### src/rtl/nrlf_pkg.sv
package nrlf_pkg;

    // bytes kept per stored field
    localparam int FIELD_CHARS = 14;
    localparam int LEN_W       = $clog2(FIELD_CHARS + 1);
    localparam int RAM_DEPTH   = 3 * FIELD_CHARS;
    localparam int ADDR_W      = $clog2(RAM_DEPTH);
    localparam int PC_W        = 4;

    localparam int WORD_LEN   = 11;
    localparam int TAG_LEN    = 6;
    localparam int MIN_COMMAS = 10;
    localparam logic [3:0] MISMATCH = 4'd15;
    localparam logic [3:0] SAT_MAX  = 4'd15;

    localparam logic [7:0] CH_CR    = 8'h0D;
    localparam logic [7:0] CH_LF    = 8'h0A;
    localparam logic [7:0] CH_P     = 8'h50;
    localparam logic [7:0] CH_A     = 8'h41;
    localparam logic [7:0] CH_C     = 8'h43;
    localparam logic [7:0] CH_COMMA = 8'h2C;
    localparam logic [7:0] CH_NUL   = 8'h00;

    // field buffers share one RAM
    localparam logic [1:0] FLD_UTC = 2'd0;
    localparam logic [1:0] FLD_LAT = 2'd1;
    localparam logic [1:0] FLD_LON = 2'd2;
    localparam logic [ADDR_W-1:0] BASE_UTC = '0;
    localparam logic [ADDR_W-1:0] BASE_LAT = ADDR_W'(FIELD_CHARS);
    localparam logic [ADDR_W-1:0] BASE_LON = ADDR_W'(2 * FIELD_CHARS);

    // program entry points
    localparam logic [PC_W-1:0] PC_ECHO = 4'd0;
    localparam logic [PC_W-1:0] PC_NL   = 4'd1;
    localparam logic [PC_W-1:0] PC_RST  = 4'd2;
    localparam logic [PC_W-1:0] PC_LINE = 4'd3;

    typedef enum logic [1:0] {
        OP_CONST,   // emit constant byte
        OP_BYTE,    // emit latched input byte
        OP_FETCH,   // read next field byte, or jump when field done
        OP_RAM      // emit RAM read data, loop back
    } uop_t;

    typedef struct packed {
        uop_t            op;
        logic [7:0]      ch;
        logic [1:0]      fld;
        logic            last;
        logic            rst;
        logic            fin;
        logic [PC_W-1:0] target;
    } uword_t;

    function automatic uword_t mk(input uop_t op, input logic [7:0] ch, input logic [1:0] fld,
                                  input logic last, input logic fin,
                                  input logic [PC_W-1:0] target);
        uword_t w;
        w.op     = op;
        w.ch     = ch;
        w.fld    = fld;
        w.last   = last;
        w.rst    = 1'b0;
        w.fin    = fin;
        w.target = target;
        return w;
    endfunction

    function automatic uword_t ucode_rom(input logic [PC_W-1:0] pc);
        uword_t w;
        case (pc)
            4'd0:    w = mk(OP_BYTE,  CH_NUL,   FLD_UTC, 1'b1, 1'b1, 4'd0);
            4'd1:    w = mk(OP_CONST, CH_LF,    FLD_UTC, 1'b1, 1'b1, 4'd0);
            4'd2:
            begin
                w     = mk(OP_CONST, CH_NUL, FLD_UTC, 1'b1, 1'b1, 4'd0);
                w.rst = 1'b1;
            end
            4'd3:    w = mk(OP_CONST, CH_C,     FLD_UTC, 1'b0, 1'b0, 4'd0);
            4'd4:    w = mk(OP_CONST, CH_COMMA, FLD_UTC, 1'b0, 1'b0, 4'd0);
            4'd5:    w = mk(OP_FETCH, CH_NUL,   FLD_UTC, 1'b0, 1'b0, 4'd7);
            4'd6:    w = mk(OP_RAM,   CH_NUL,   FLD_UTC, 1'b0, 1'b0, 4'd5);
            4'd7:    w = mk(OP_CONST, CH_COMMA, FLD_UTC, 1'b0, 1'b0, 4'd0);
            4'd8:    w = mk(OP_FETCH, CH_NUL,   FLD_LAT, 1'b0, 1'b0, 4'd10);
            4'd9:    w = mk(OP_RAM,   CH_NUL,   FLD_LAT, 1'b0, 1'b0, 4'd8);
            4'd10:   w = mk(OP_CONST, CH_COMMA, FLD_LAT, 1'b0, 1'b0, 4'd0);
            4'd11:   w = mk(OP_FETCH, CH_NUL,   FLD_LON, 1'b0, 1'b0, 4'd13);
            4'd12:   w = mk(OP_RAM,   CH_NUL,   FLD_LON, 1'b0, 1'b0, 4'd11);
            4'd13:   w = mk(OP_CONST, CH_LF,    FLD_LON, 1'b1, 1'b1, 4'd0);
            default: w = mk(OP_CONST, CH_LF,    FLD_UTC, 1'b1, 1'b1, 4'd0);
        endcase
        return w;
    endfunction

    function automatic logic [7:0] reset_char(input logic [3:0] pos);
        logic [7:0] c;
        case (pos)
            4'd0:    c = 8'h53; // S
            4'd1:    c = 8'h79; // y
            4'd2:    c = 8'h73; // s
            4'd3:    c = 8'h74; // t
            4'd4:    c = 8'h65; // e
            4'd5:    c = 8'h6D; // m
            4'd6:    c = 8'h52; // R
            4'd7:    c = 8'h65; // e
            4'd8:    c = 8'h73; // s
            4'd9:    c = 8'h65; // e
            4'd10:   c = 8'h74; // t
            default: c = 8'h00;
        endcase
        return c;
    endfunction

    function automatic logic [7:0] tag_char(input logic [2:0] pos);
        logic [7:0] c;
        case (pos)
            3'd0:    c = 8'h24; // $
            3'd1:    c = 8'h47; // G
            3'd2:    c = 8'h50; // P
            3'd3:    c = 8'h52; // R
            3'd4:    c = 8'h4D; // M
            3'd5:    c = 8'h43; // C
            default: c = 8'h00;
        endcase
        return c;
    endfunction

endpackage

### src/rtl/nrlf_ram.sv
module nrlf_ram #(
    parameter int WIDTH = 8,
    parameter int DEPTH = 42
) (
    input  logic                     clk,
    input  logic                     wr_en,
    input  logic [$clog2(DEPTH)-1:0] wr_addr,
    input  logic [WIDTH-1:0]         wr_data,
    input  logic                     rd_en,
    input  logic [$clog2(DEPTH)-1:0] rd_addr,
    output logic [WIDTH-1:0]         rd_data
);

    logic [WIDTH-1:0] mem [DEPTH];
    logic [WIDTH-1:0] rd_data_reg;

    always_ff @(posedge clk)
    begin
        if (wr_en)
        begin
            mem[wr_addr] <= wr_data;
        end
        if (rd_en)
        begin
            rd_data_reg <= mem[rd_addr];
        end
    end

    assign rd_data = rd_data_reg;

endmodule

### src/rtl/nmea_rmc_line_filter.sv
// NMEA RMC line filter. Takes serial bytes one beat at a time (rx_byte) and
// sends result beats (tx_byte, last_of_run, reset_request); last_of_run marks
// the final beat caused by one input beat. Lines end at CR or LF. A line that
// starts with 'P' is echoed beat for beat, with a newline at its end. A line
// that is exactly "SystemReset" gives one beat with reset_request set and
// tx_byte zero. Other lines are split at commas; utc (field 1), latitude
// (field 3) and longitude (field 5 less its first byte) are kept in a small
// RAM, and at line end, if the line has at least 10 commas, field 0 is
// "$GPRMC", field 2 is "A" and no kept field (lon with its dropped byte)
// outgrew FIELD_CHARS bytes, the block sends "C," utc "," lat "," lon "\n".
// Timing: a byte inside a parsed line is taken without stalling the input;
// an echo byte or single-beat line end keeps input stalled until that beat
// is in the output register. After the terminator a coordinate line is sent
// by the microcode sequencer: one step per fixed byte, two per stored byte
// (RAM read, then emit) and one closing step per field; a stalled output
// holds the sequencer at its emit steps. The output register lets the last
// beat wait while the next byte is accepted.
module nmea_rmc_line_filter (
    input  logic       clk,
    input  logic       rst_n,
    input  logic       in_valid,
    output logic       in_ready,
    input  logic [7:0] rx_byte,
    output logic       out_valid,
    input  logic       out_ready,
    output logic [7:0] tx_byte,
    output logic       last_of_run,
    output logic       reset_request
);
    import nrlf_pkg::*;

    typedef enum logic [1:0] {
        LC_START,   // no byte of the line seen yet
        LC_ECHO,    // 'P' line, echoed
        LC_OTHER    // parsed line
    } line_class_t;

    // sequencer
    logic                  busy_reg, busy_next;
    logic [PC_W-1:0]       pc_reg, pc_next;
    logic [LEN_W-1:0]      idx_reg, idx_next;
    logic [7:0]            byte_reg, byte_next;

    // output register
    logic                  out_valid_reg, out_valid_next;
    logic [7:0]            tx_byte_reg, tx_byte_next;
    logic                  last_reg, last_next;
    logic                  rst_req_reg, rst_req_next;

    // line state
    line_class_t           class_reg, class_next;
    logic [3:0]            match_reg, match_next;
    logic [3:0]            comma_reg, comma_next;
    logic [3:0]            col_reg, col_next;
    logic                  tag_reg, tag_next;
    logic                  status_reg, status_next;
    logic                  ovf_reg, ovf_next;
    logic [LEN_W-1:0]      utc_len_reg, utc_len_next;
    logic [LEN_W-1:0]      lat_len_reg, lat_len_next;
    logic [LEN_W-1:0]      lon_len_reg, lon_len_next;

    // field RAM ports
    logic                  wr_en;
    logic [ADDR_W-1:0]     wr_addr;
    logic                  rd_en;
    logic [ADDR_W-1:0]     rd_addr;
    logic [7:0]            rd_data;

    uword_t                uw;
    logic                  in_fire;
    logic                  out_free;
    logic                  is_eol;
    logic                  line_ok;
    line_class_t           class_now;
    logic [LEN_W-1:0]      sel_len;
    logic [ADDR_W-1:0]     sel_base;

    assign in_ready = !busy_reg;
    assign in_fire  = in_valid && in_ready;
    assign out_free = !out_valid_reg || out_ready;
    assign uw       = ucode_rom(pc_reg);
    assign is_eol   = (rx_byte == CH_CR) || (rx_byte == CH_LF);
    assign line_ok  = (class_reg != LC_START) && (comma_reg >= 4'(MIN_COMMAS))
                      && tag_reg && status_reg && !ovf_reg;
    assign class_now = (class_reg == LC_START)
                       ? ((rx_byte == CH_P) ? LC_ECHO : LC_OTHER) : class_reg;

    always_comb
    begin
        case (uw.fld)
            FLD_UTC:
            begin
                sel_len  = utc_len_reg;
                sel_base = BASE_UTC;
            end
            FLD_LAT:
            begin
                sel_len  = lat_len_reg;
                sel_base = BASE_LAT;
            end
            default:
            begin
                sel_len  = lon_len_reg;
                sel_base = BASE_LON;
            end
        endcase
    end

    always_comb
    begin
        busy_next      = busy_reg;
        pc_next        = pc_reg;
        idx_next       = idx_reg;
        byte_next      = byte_reg;
        out_valid_next = out_valid_reg && !out_ready;
        tx_byte_next   = tx_byte_reg;
        last_next      = last_reg;
        rst_req_next   = rst_req_reg;
        class_next     = class_reg;
        match_next     = match_reg;
        comma_next     = comma_reg;
        col_next       = col_reg;
        tag_next       = tag_reg;
        status_next    = status_reg;
        ovf_next       = ovf_reg;
        utc_len_next   = utc_len_reg;
        lat_len_next   = lat_len_reg;
        lon_len_next   = lon_len_reg;
        wr_en          = 1'b0;
        wr_addr        = '0;
        rd_en          = 1'b0;
        rd_addr        = sel_base + ADDR_W'(idx_reg);

        // sequencer: one control word per step
        if (busy_reg)
        begin
            case (uw.op)
                OP_FETCH:
                begin
                    if (idx_reg < sel_len)
                    begin
                        rd_en   = 1'b1;
                        pc_next = pc_reg + 1'b1;
                    end
                    else
                    begin
                        idx_next = '0;
                        pc_next  = uw.target;
                    end
                end
                default:
                begin
                    if (out_free)
                    begin
                        out_valid_next = 1'b1;
                        last_next      = uw.last;
                        rst_req_next   = uw.rst;
                        case (uw.op)
                            OP_BYTE: tx_byte_next = byte_reg;
                            OP_RAM:  tx_byte_next = rd_data;
                            default: tx_byte_next = uw.ch;
                        endcase
                        if (uw.fin)
                        begin
                            busy_next    = 1'b0;
                            utc_len_next = '0;
                            lat_len_next = '0;
                            lon_len_next = '0;
                        end
                        else if (uw.op == OP_RAM)
                        begin
                            pc_next  = uw.target;
                            idx_next = idx_reg + 1'b1;
                        end
                        else
                        begin
                            pc_next = pc_reg + 1'b1;
                        end
                    end
                end
            endcase
        end

        // input side, only while the sequencer is idle
        if (in_fire)
        begin
            if (is_eol)
            begin
                class_next  = LC_START;
                match_next  = '0;
                comma_next  = '0;
                col_next    = '0;
                tag_next    = 1'b1;
                status_next = 1'b1;
                ovf_next    = 1'b0;
                idx_next    = '0;
                if (class_reg == LC_ECHO)
                begin
                    busy_next = 1'b1;
                    pc_next   = PC_NL;
                end
                else if (match_reg == 4'(WORD_LEN))
                begin
                    busy_next = 1'b1;
                    pc_next   = PC_RST;
                end
                else if (line_ok)
                begin
                    busy_next = 1'b1;
                    pc_next   = PC_LINE;
                end
                else
                begin
                    utc_len_next = '0;
                    lat_len_next = '0;
                    lon_len_next = '0;
                end
            end
            else
            begin
                class_next = class_now;
                if (class_now == LC_ECHO)
                begin
                    byte_next = rx_byte;
                    busy_next = 1'b1;
                    pc_next   = PC_ECHO;
                end
                else
                begin
                    if ((match_reg < 4'(WORD_LEN)) && (rx_byte == reset_char(match_reg)))
                    begin
                        match_next = match_reg + 1'b1;
                    end
                    else
                    begin
                        match_next = MISMATCH;
                    end

                    if (rx_byte == CH_COMMA)
                    begin
                        if ((comma_reg == 4'd0) && (col_reg != 4'(TAG_LEN)))
                        begin
                            tag_next = 1'b0;
                        end
                        if ((comma_reg == 4'd2) && (col_reg != 4'd1))
                        begin
                            status_next = 1'b0;
                        end
                        if (comma_reg != SAT_MAX)
                        begin
                            comma_next = comma_reg + 1'b1;
                        end
                        col_next = '0;
                    end
                    else
                    begin
                        case (comma_reg)
                            4'd0:
                            begin
                                if ((col_reg >= 4'(TAG_LEN)) ||
                                    (rx_byte != tag_char(col_reg[2:0])))
                                begin
                                    tag_next = 1'b0;
                                end
                            end
                            4'd1:
                            begin
                                if (utc_len_reg >= LEN_W'(FIELD_CHARS))
                                begin
                                    ovf_next = 1'b1;
                                end
                                else
                                begin
                                    wr_en        = 1'b1;
                                    wr_addr      = BASE_UTC + ADDR_W'(utc_len_reg);
                                    utc_len_next = utc_len_reg + 1'b1;
                                end
                            end
                            4'd2:
                            begin
                                if ((col_reg != 4'd0) || (rx_byte != CH_A))
                                begin
                                    status_next = 1'b0;
                                end
                            end
                            4'd3:
                            begin
                                if (lat_len_reg >= LEN_W'(FIELD_CHARS))
                                begin
                                    ovf_next = 1'b1;
                                end
                                else
                                begin
                                    wr_en        = 1'b1;
                                    wr_addr      = BASE_LAT + ADDR_W'(lat_len_reg);
                                    lat_len_next = lat_len_reg + 1'b1;
                                end
                            end
                            4'd5:
                            begin
                                // first longitude byte is dropped
                                if (col_reg != 4'd0)
                                begin
                                    if (lon_len_reg >= LEN_W'(FIELD_CHARS - 1))
                                    begin
                                        ovf_next = 1'b1;
                                    end
                                    else
                                    begin
                                        wr_en        = 1'b1;
                                        wr_addr      = BASE_LON + ADDR_W'(lon_len_reg);
                                        lon_len_next = lon_len_reg + 1'b1;
                                    end
                                end
                            end
                            default:
                            begin
                            end
                        endcase
                        if (col_reg != SAT_MAX)
                        begin
                            col_next = col_reg + 1'b1;
                        end
                    end
                end
            end
        end
    end

    always_ff @(posedge clk or negedge rst_n)
    begin
        if (!rst_n)
        begin
            busy_reg      <= 1'b0;
            pc_reg        <= '0;
            idx_reg       <= '0;
            out_valid_reg <= 1'b0;
            class_reg     <= LC_START;
            match_reg     <= '0;
            comma_reg     <= '0;
            col_reg       <= '0;
            tag_reg       <= 1'b1;
            status_reg    <= 1'b1;
            ovf_reg       <= 1'b0;
            utc_len_reg   <= '0;
            lat_len_reg   <= '0;
            lon_len_reg   <= '0;
        end
        else
        begin
            busy_reg      <= busy_next;
            pc_reg        <= pc_next;
            idx_reg       <= idx_next;
            out_valid_reg <= out_valid_next;
            class_reg     <= class_next;
            match_reg     <= match_next;
            comma_reg     <= comma_next;
            col_reg       <= col_next;
            tag_reg       <= tag_next;
            status_reg    <= status_next;
            ovf_reg       <= ovf_next;
            utc_len_reg   <= utc_len_next;
            lat_len_reg   <= lat_len_next;
            lon_len_reg   <= lon_len_next;
        end
    end

    // payload, no reset
    always_ff @(posedge clk)
    begin
        byte_reg    <= byte_next;
        tx_byte_reg <= tx_byte_next;
        last_reg    <= last_next;
        rst_req_reg <= rst_req_next;
    end

    nrlf_ram #(
        .WIDTH (8),
        .DEPTH (RAM_DEPTH)
    ) u_field_ram (
        .clk     (clk),
        .wr_en   (wr_en),
        .wr_addr (wr_addr),
        .wr_data (rx_byte),
        .rd_en   (rd_en),
        .rd_addr (rd_addr),
        .rd_data (rd_data)
    );

    assign out_valid     = out_valid_reg;
    assign tx_byte       = tx_byte_reg;
    assign last_of_run   = last_reg;
    assign reset_request = rst_req_reg;

endmodule

### config.mk
export PLATFORM = sky130hd
export DESIGN_NAME = nmea_rmc_line_filter
export DESIGN_NICKNAME = d
export VERILOG_FILES = /design/src/rtl/nrlf_pkg.sv /design/src/rtl/nrlf_ram.sv /design/src/rtl/nmea_rmc_line_filter.sv
export SDC_FILE = /design/constraint.sdc
export NUM_CORES = 1
export LEC_CHECK = 0
export BUFFER_PORTS_ARGS = -buffer_cell sky130_fd_sc_hd__buf_2
export CAP_MARGIN = 20
export CORE_MARGIN = 5
export CORE_UTILIZATION = 43
export CTS_CLUSTER_DIAMETER = 40
export DETAILED_ROUTE_END_ITERATION = 12
export GPL_TIMING_DRIVEN = 1
export REMOVE_ABC_BUFFERS = 1
export SYNTH_ARGS = -nofsm -noshare
export SYNTH_HDL_FRONTEND = slang
export SYNTH_SLANG_ARGS = --single-unit
### constraint.sdc
create_clock -name clk -period 3.5 [get_ports clk]
set_input_delay 0.525 -clock clk [delete_from_list [all_inputs] [get_ports clk]]
set_output_delay 0.525 -clock clk [all_outputs]
set_load 0.005 [all_outputs]
==> flow_summary.json, run 1 <==
{
  "outcome": "finished with violations",
  "violations": "setup timing",
  "slew_headroom": 0.360,
  "clkLatencyLatePin_ns": 0.59,
  "wl_mm": 45.9,
  "die_x_um": 215,
  "gp_congestion": 0.868,
  "skew_ns": 0.0231,
  "synth_ff_type": "edfxtp_1",
  "tightest_slew_ns": 0.953,
  "drv_cap": 0,
  "critPathArrivalTime_ns": 4.11,
  "synthDistinctLibCells": 79,
  "busiest_layer": "met2",
  "period_needed_ns": 3.77,
  "largest-register": "u_field_ram.mem",
  "finalSetupViolations": 8,
  "sw_frac_of_total": 0.344,
  "slowest_stage": "fa_4",
  "clock-sinks": 401,
  "synth_fa_ha_area_frac": 0.0281,
  "crit_type": "reg2reg",
  "grt_pass1_vias": 10994,
  "drive_gt1_frac": 0.279,
  "cts_tree": "yes",
  "clk_path_buf_depth": 3,
  "cp-start-kind": "flop",
  "largest_reg_flops": 336,
  "yosysWarnings": 0,
  "cp.buffers_inverters": 3,
  "clkTransAtPathRegs_ns": 0.06,
  "grt_start_max_net_pins": 47,
  "io_pins": 24,
  "synth_edf_count": 362,
  "design.core.area_um2": 41800,
  "finalHoldViolations": 0,
  "num_vias": 10982,
  "syn_inst": 1178,
  "fp.dieH_um": 215,
  "power.internal_w": 0.0128,
  "synthMuxAreaShare": 0.131,
  "grt_pass1_wl_mm": 69.6,
  "cp_max_fo": 8,
  "cp.required_ns": 3.84,
  "fillers": 3359,
  "max_freq_mhz": 265,
  "ys_async_sr_fraction": 0.0973,
  "r2r_cells": 13,
  "portBuffers": 23,
  "cp_cell_sequence": "ha_2, nor2b_4, o21a_1, nor2_2, ha_2, inv_2, fa_4, buf_12, buf_16, mux4_2, mux4_2, a21oi_1, o21ai_1",
  "design_area_um2": 21800,
  "synth_compound_area_frac": 0.0680,
  "synth-simple-area-share": 0.0879,
  "syn_area_um2": 18100,
  "maxSlewViolCount": 0,
  "period_share": 1.08,
  "synth-seq-cells": 401,
  "vdd_drop_max_v": 0.000631,
  "area_delta_synth_final_pct": 20.6,
  "worst_setup_path_end_kind": "flop",
  "routed_via_density": 5.71,
  "seq_power_share": 0.308,
  "p_comb_frac": 0.405,
  "rows": 75,
  "grt_use_met3": 0.0353,
  "drc": 0,
  "dp_hpwl_mm": 30.5,
  "antenna_cells": 0,
  "hold_class": "in2async",
  "crit_family": "adder cells",
  "seq_area_frac_synth": 0.656,
  "cts_buffers": 54,
  "cp_slowest_stage_delay_ns": 0.95,
  "grt_util_all_layers": 0.197,
  "crit_cells": 13,
  "finalWorstSetupSlack_ns": -0.273,
  "leakagePower_nw": 7.74,
  "htreeDepth": 2,
  "synth_xor_area_frac": 0.00679,
  "die_area_um2": 46200,
  "synth_top_family_by_area": "multiplexers",
  "drt_pre_antenna_iters": 5,
  "drt_iter0_markers": 1191,
  "p_sw_w": 0.00670,
  "rsz0062_at_grt": "yes",
  "cts_root_buf": "clkbuf_16",
  "start_util": 0.433,
  "pwr-share-clk": 0.287,
  "p_per_area_nw_per_um2": 893,
  "grt_antenna_before_repair": 2,
  "use_met1": 0.273,
  "pre_cts_slack_ns": -0.284,
  "overflow": 0,
  "finalHoldWorstSlack_ns": 0.0492,
  "gr-usage-met2": 0.328,
  "place_area_um2": 19600,
  "wire_per_inst_um": 23.9,
  "fin_nets": 1394,
  "antenna_left": 0,
  "postSynthAreaPerCell_um2": 15.3
}
area by class of cell:
| class | instances | area (um2) | share of cell area |
|---|---|---|---|
| clock buffers | 59 | 1370 | 0.0629 |
| inverters | 44 | 165 | 0.00758 |
| repair buffers | 163 | 1330 | 0.0611 |
| multi-input cells | 678 | 5910 | 0.271 |
| flip-flops and latches | 401 | 11900 | 0.544 |
| well taps | 539 | 674 | 0.0310 |
| clock inverters | 38 | 479 | 0.0220 |
layout by cell type (no fill, tap or decap), types with 22 or more instances in the layout:
master,synthesis,routed
a21oi_1,50,49
and3_1,23,22
buf_2,16,23
buf_4,0,128
clkbuf_16,0,55
dfrtp_1,37,35
edfxtp_1,362,362
ha_1,39,36
inv_1,43,42
mux2i_1,35,35
mux4_2,88,88
nand2_1,79,78
nor2_1,87,85
o21ai_0,44,38
Yosys cell counts (all sizes together) (10+ instances only):
cell	n	area, um2
ha	39	488
nor4	15	100
nor3	19	95.1
mux2i	35	350
buf	26	133
nand2b	12	75.1
clkbuf	29	109
a21o	13	97.6
nand2	79	297
dfrtp	37	926
o21ai	48	240
nor2	88	333
nand3	19	95.1
edfxtp	362	10900
a211oi	10	92.6
and3	23	144
a21oi	50	250
inv	43	161
mux4	88	1980
repair_timing:
action,CTS,global route
cloned,3,1
pin swaps,9,9
hold buffers,0,0
endpoints found under the setup margin,8,47
buffers inserted,5,9
resized for setup,18,12
worst reg2reg max path: cells and delay by family (launching register included):
kind / cells / cell delay (ns)
mux: 2 / 0.76
simple gates: 2 / 0.25
buf+inv: 3 / 0.35
fa+ha+maj: 3 / 1.34
compound gates: 3 / 0.41
flops: 1 / 0.42
routing by layer:
| layer | vias up | part of all wire |
|---|---|---|
| met5 | - | 0 |
| met4 | 0 | 0.026 |
| met3 | 87 | 0.064 |
| met2 | 366 | 0.49 |
| met1 | 5543 | 0.42 |
| li1 | 4986 | - |
cell families after synthesis:
group	count (synthesis)
buffers and inverters	99
flip-flops	401
adder cells (fa/ha/maj)	40
AO/OA/AOI/OAI	188
XOR/XNOR	14
AND/OR/NAND/NOR	310
multiplexers	126
power groups by stage:
| stage | Sequential [W] | Combinational, W | Clock [W] |
|---|---|---|---|
| after floorplan | 0.00617 | 0.00450 | 0 |
| after global placement | 0.00608 | 0.00716 | 0 |
| after detailed placement | 0.00610 | 0.00722 | 0 |
| after CTS | 0.00600 | 0.00769 | 0.00569 |
| after global routing | 0.00605 | 0.00847 | 0.00590 |
| final | 0.00600 | 0.00787 | 0.00558 |
worst paths after layout:
| check | startpoint | endpoint | slack [ns] |
|---|---|---|---|
| setup reg to reg | pc_reg[0] | u_field_ram.rd_data[5] | -0.27 |
| setup / recovery | pc_reg[0] | u_field_ram.rd_data[5] | -0.27 |
| hold / removal | rst_n | match_reg[1] | 0.05 |
| hold reg to reg | status_reg | status_reg | 0.47 |
| min in group clk | rx_byte[1] | u_field_ram.mem[40][1] | 0.29 |
| max in group asynchronous | rst_n | status_reg | 2.75 |
per-stage QoR:
step           utilization  instances  setup TNS [ns]  total power, W
2_1_floorplan            -       1123          -30.32          0.0107
3_3_place_gp         0.470       1808           -1.78          0.0132
3_5_place_dp         0.470       1808           -2.13          0.0133
4_1_cts              0.519       1913           -1.23          0.0194
5_1_grt              0.522       1922           -2.88          0.0204
6_report             0.522       1922           -2.06          0.0195
(Power assumes the default switching activity.)
==> inputs of run 2 (changes only) <==
--- a/config.mk
+++ b/config.mk
@@ -11,7 +11,7 @@
 export CORE_UTILIZATION = 43
 export CTS_CLUSTER_DIAMETER = 40
 export DETAILED_ROUTE_END_ITERATION = 12
-export GPL_TIMING_DRIVEN = 1
+export GPL_TIMING_DRIVEN = 0
 export REMOVE_ABC_BUFFERS = 1
 export SYNTH_ARGS = -nofsm -noshare
 export SYNTH_HDL_FRONTEND = slang
==> run 2 against run 1 <==
  * The run still ends with setup timing left
  * Maximum frequency fell by 3.3%
  * Routed wire length fell by 6.3%
  * Clock-buffer cell count increased by 8
  * Clock power hardly changed
  * Utilization decreased by 0.26 points
  * Combinational power grew 5.1%
  * Critical endpoint unchanged
==> flow_summary.json, run 2 (synthesis gave the netlist of run 1 again) <==
{
  "outcome": "finished with violations",
  "violations": "setup timing",
  "grt_pass1_wl_mm": 66.3,
  "htreeDepth": 2,
  "r2r_slack_ns": -0.40,
  "final_common_cell": "edfxtp_1",
  "rows": 75,
  "crit_family": "adder cells",
  "vdd_drop_max_v": 0.000479,
  "clock-sinks": 401,
  "design.core.area_um2": 41800,
  "area_delta_synth_final_pct": 20.0,
  "cp.required_ns": 3.83,
  "grt_antenna_before_repair": 0,
  "fin_nets": 1304,
  "wl_mm": 43.0,
  "r2r-end": "u_field_ram.rd_data[5]",
  "dp_hpwl_mm": 25.7,
  "wire_per_inst_um": 23.4,
  "cp_slowest_stage_delay_ns": 0.79,
  "grt_start_max_net_pins": 55,
  "drt_iter0_markers": 1001,
  "clkLatencyLatePin_ns": 0.60,
  "rsz0062_at_grt": "yes",
  "gp_congestion": 0.849,
  "antenna_left": 0,
  "cts_tree": "yes",
  "finalHoldViolations": 0,
  "slowest_stage": "fa_4",
  "drv_cap": 0,
  "largest-register": "u_field_ram.mem",
  "maxSlewViolCount": 0,
  "drive_gt1_frac": 0.287,
  "crit_type": "reg2reg",
  "clkTransAtPathRegs_ns": 0.06,
  "finalWorstSetupSlack_ns": -0.403,
  "r2r_cells": 14,
  "cp.buffers_inverters": 4,
  "grt_pass1_vias": 10943,
  "dp.cells": 1696,
  "fp.dieH_um": 215,
  "clk_path_buf_depth": 3,
  "period_needed_ns": 3.90,
  "die_area_um2": 46200,
  "grt_util_all_layers": 0.186,
  "drc": 0,
  "cp_cell_sequence": "ha_4, nor2b_4, o21a_4, nor2_4, ha_4, inv_2, fa_4, buf_12, buf_12, buf_16, mux4_2, mux4_2, a21oi_2, o21ai_2",
  "period_share": 1.12,
  "routed_via_density": 5.77,
  "p_per_area_nw_per_um2": 921,
  "drt_pre_antenna_iters": 5,
  "tightest_slew_ns": 1.05,
  "overflow": 0,
  "layout_common_cells": "edfxtp_1, mux4_2, nand2_1",
  "cts_root_buf": "clkbuf_16",
  "critPathArrivalTime_ns": 4.23,
  "cts_buffers": 57,
  "max_freq_mhz": 256,
  "skew_ns": 0.0265,
  "slew_headroom": 0.301,
  "cp-start-kind": "flop",
  "hold_class": "in2async",
  "num_vias": 10591,
  "finalSetupViolations": 8,
  "die_x_um": 215,
  "worst_setup_path_end_kind": "flop",
  "start_util": 0.433,
  "portBuffers": 23,
  "r2r-start": "pc_reg[1]",
  "postLayoutCoreUtil": 0.519,
  "final_cells": 1836,
  "finalHoldWorstSlack_ns": 0.298,
  "leakagePower_nw": 7.37,
  "largest_reg_flops": 336,
  "cp_max_fo": 6,
  "power_w": 0.0200,
  "io_pins": 24
}
==> run 2: changes by cell type in the layout (fill, tap and decap cells not counted), moves of 6 or more <==
cell,before,now
a21oi_1,49,43
a21oi_2,1,7
buf_4,128,29
nor2_1,85,47
nor2_2,3,20
nor2_4,0,21
o21ai_1,10,4
o21ai_2,0,7
==> run 2: routing by layer <==
layer	share of wire	track usage	wire, um
met5	0	0	0
met4	0.018	0.0504	780
met3	0.061	0.0363	2610
met2	0.48	0.299	20700
met1	0.44	0.262	18900
==> run 2: timing repair <==
action,in CTS,in global routing
gates resized for setup,111,42
hold buffers,0,1
endpoints found under the hold margin,0,4
pin swaps,13,9
buffers inserted,23,6
endpoints found under the setup margin,366,291
cloned,5,0
==> run 2: layout make-up <==
class	count	area, um2
Inverter	44	170
Tap cell	539	674
Clock buffer	67	1510
Multi-Input combinational cell	678	6350
Timing Repair Buffer	70	749
Clock inverter	36	367
Antenna cell	1	2.50
Sequential cell	401	11900
Fill cell	3335	20100
==> run 2: stage by stage <==
stage          cell area, um2  TNS [ns]  setup WS, ns
3_5_place_dp            18800   -294.39         -1.84
5_1_grt                 21700     -4.94        -0.456
6_report                21700     -2.85        -0.403
3_3_place_gp            18600   -389.72         -4.03
4_1_cts                 21400     -2.92        -0.381
2_1_floorplan           17800    -30.32         -1.56
==> run 2: where the power goes <==
group          total (W)  switching (W)  internal (W)
logic            0.00827        0.00464       0.00363
clock network    0.00561        0.00215       0.00346
registers        0.00609       0.000402       0.00568
total             0.0200        0.00719        0.0128
==> run 2: worst max-delay path by stage <==
| stage | startpoint | endpoint | slack [ns] | depth (start not counted) |
|---|---|---|---|---|
| 2_1_floorplan | pc_reg[3] | u_field_ram.rd_data[0] | -1.56 | 10 |
| 3_3_place_gp | pc_reg[3] | u_field_ram.rd_data[1] | -4.03 | 11 |
| 3_5_place_dp | pc_reg[3] | u_field_ram.rd_data[1] | -1.84 | 8 |
| 4_1_cts | pc_reg[1] | u_field_ram.rd_data[5] | -0.38 | 14 |
| 5_1_grt | pc_reg[1] | u_field_ram.rd_data[5] | -0.46 | 14 |
| 6_report | pc_reg[1] | u_field_ram.rd_data[5] | -0.40 | 14 |
==> inputs of run 3 (changes only) <==
--- a/config.mk
+++ b/config.mk
@@ -8,10 +8,11 @@
 export BUFFER_PORTS_ARGS = -buffer_cell sky130_fd_sc_hd__buf_2
 export CAP_MARGIN = 20
 export CORE_MARGIN = 5
-export CORE_UTILIZATION = 43
+export CORE_UTILIZATION = 57
 export CTS_CLUSTER_DIAMETER = 40
 export DETAILED_ROUTE_END_ITERATION = 12
 export GPL_TIMING_DRIVEN = 0
+export PLACE_DENSITY = 0.76
 export REMOVE_ABC_BUFFERS = 1
 export SYNTH_ARGS = -nofsm -noshare
 export SYNTH_HDL_FRONTEND = slang
==> run 3 against run 2 <==
  * The flow still finishes with violations (setup timing)
  * Critical path depth did not move
  * Hold slack got worse by 0.16 ns
  * Sequential cell count did not move
  * Final area fell by 2.4%
  * Critical endpoint unchanged
  * Highest routed layer unchanged
==> flow_summary.json, run 3 (synthesis gave the netlist of run 1 again) <==
{
  "slew_headroom": 0.186,
  "wire_per_inst_um": 25.2,
  "grt_pass1_vias": 10816,
  "fillers": 1996,
  "postLayoutCoreUtil": 0.674,
  "largest-register": "u_field_ram.mem",
  "cp.required_ns": 3.78,
  "finalWorstSetupSlack_ns": -0.377,
  "rows": 65,
  "critPathArrivalTime_ns": 4.15,
  "period_share": 1.11,
  "antenna_left": 0,
  "cp.buffers_inverters": 4,
  "final_cells": 1682,
  "grt_start_max_net_pins": 55,
  "cp-start-kind": "flop",
  "r2r_cells": 14,
  "tightest_slew_ns": 1.21,
  "p_per_area_nw_per_um2": 916,
  "worst_setup_path_end_kind": "flop",
  "gp_congestion": 0.900,
  "clkTransAtPathRegs_ns": 0.06,
  "skew_ns": 0.0196,
  "fp.dieH_um": 188,
  "fin_nets": 1295,
  "drv_cap": 0,
  "r2r_slack_ns": -0.38,
  "r2r-end": "u_field_ram.rd_data[5]",
  "area_delta_synth_final_pct": 17.1,
  "die_x_um": 188,
  "grt_util_all_layers": 0.236,
  "design_area_um2": 21200,
  "drt_iter0_markers": 1241,
  "period_needed_ns": 3.88,
  "r2r-start": "pc_reg[1]",
  "cts_root_buf": "clkbuf_16",
  "outcome": "finished with violations",
  "num_vias": 11024,
  "clk_path_buf_depth": 3,
  "crit_family": "adder cells",
  "violations": "setup timing",
  "clkLatencyLatePin_ns": 0.56,
  "max_freq_mhz": 258,
  "grt_pass1_wl_mm": 64.5,
  "antenna_cells": 0,
  "cp_cell_sequence": "ha_4, nor2b_4, o21a_2, nor2_2, ha_2, inv_2, fa_4, buf_12, buf_16, buf_4, mux4_2, and3_1, nor4_2, o21ai_2",
  "finalHoldWorstSlack_ns": 0.140,
  "start_util": 0.576,
  "cts_tree": "yes",
  "maxSlewViolCount": 0,
  "pre_cts_slack_ns": -1.72,
  "finalSetupViolations": 8,
  "drc": 0,
  "grt_antenna_before_repair": 0,
  "design.core.area_um2": 31400,
  "vdd_drop_max_v": 0.000450,
  "dp_hpwl_mm": 24.3,
  "crit_type": "reg2reg",
  "cp_max_fo": 5,
  "leakagePower_nw": 7.20,
  "die_area_um2": 35400,
  "slowest_stage": "fa_4",
  "overflow": 0,
  "rsz0062_at_grt": "yes",
  "place_area_um2": 18700,
  "io_pins": 24,
  "portBuffers": 23,
  "cp_slowest_stage_delay_ns": 0.80,
  "dp.cells": 1561,
  "hold_class": "in2async",
  "wl_mm": 42.4,
  "drt_pre_antenna_iters": 6,
  "layout_common_cells": "edfxtp_1, mux4_2, nand2_1",
  "cts_buffers": 46,
  "finalHoldViolations": 0,
  "clock-sinks": 401,
  "routed_via_density": 6.55,
  "largest_reg_flops": 336,
  "final_common_cell": "edfxtp_1",
  "htreeDepth": 2,
  "drive_gt1_frac": 0.270
}
-- run 3: changes by cell type in the layout (fill, tap and decap cells not counted), moves of 4 or more --
cell / previous run / this run
clkinv_1: 2 / 7
buf_4: 29 / 33
clkinvlp_4: 6 / 1
nor4_4: 3 / 8
clkbuf_16: 59 / 47
clkinv_2: 10 / 4
buf_12: 9 / 4
nor4_2: 6 / 1
-- run 3: timing repair --
| item | 4_1_cts | 5_1_grt |
|---|---|---|
| gates resized for setup | 114 | 42 |
| pin swaps | 13 | 12 |
| gates cloned | 5 | 0 |
| setup buffers | 17 | 13 |
| setup endpoints to repair | 342 | 348 |
| hold buffers | 0 | 0 |
-- run 3: worst reg2reg max path, stage by stage, from the launching register on --
cell and delay [ns]:
dfrtp_2 0.46, ha_4 0.18, nor2b_4 0.13, o21a_2 0.24
nor2_2 0.08, ha_2 0.19, inv_2 0.04, fa_4 0.80
buf_12 0.16, buf_16 0.14, buf_4 0.11, mux4_2 0.29
and3_1 0.22, nor4_2 0.40, o21ai_2 0.16
-- run 3: layout make-up --
cell class | count | area, um2 | area share
clock buffers | 56 | 1210 | 0.0572
clock inverters | 29 | 274 | 0.0129
inverters | 44 | 170 | 0.00804
multi-input cells | 678 | 6380 | 0.301
flip-flops and latches | 401 | 11900 | 0.561
well taps | 402 | 503 | 0.0238
repair buffers | 72 | 764 | 0.0361
-- run 3: worst max-delay path by stage --
stage	from	endpoint	slack [ns]	depth (start not counted)
detailed placement	pc_reg[0]	u_field_ram.rd_data[2]	-1.72	9
finish	pc_reg[1]	u_field_ram.rd_data[5]	-0.38	14
global placement	pc_reg[3]	u_field_ram.rd_data[2]	-3.80	11
floorplan	pc_reg[3]	u_field_ram.rd_data[0]	-1.56	10
global route	pc_reg[1]	u_field_ram.rd_data[7]	-0.40	13
CTS	pc_reg[1]	u_field_ram.rd_data[3]	-0.31	13
-- run 3: through the flow --
| stage | TNS, ns | total power, W |
|---|---|---|
| 3_3_place_gp | -322.00 | 0.0123 |
| 4_1_cts | -2.40 | 0.0189 |
| 6_report | -2.83 | 0.0194 |
| 3_5_place_dp | -256.04 | 0.0128 |
| 2_1_floorplan | -30.32 | 0.0107 |
| 5_1_grt | -3.99 | 0.0201 |
-- run 3: routing by layer --
| metal | GRT usage | vias up | share of wire |
|---|---|---|---|
| li1 | - | 4798 | - |
| met1 | 0.335 | 5577 | 0.40 |
| met2 | 0.388 | 562 | 0.50 |
| met3 | 0.0344 | 87 | 0.081 |
| met4 | 0.0669 | 0 | 0.022 |
| met5 | 0 | - | 0 |
-- run 3: report_power, final --
part / total, W / internal (W) / switching, W
Sequential: 0.00609 / 0.00568 / 0.000413
Combinational: 0.00864 / 0.00375 / 0.00489
Clock: 0.00465 / 0.00267 / 0.00198
Total: 0.0194 / 0.0121 / 0.00728
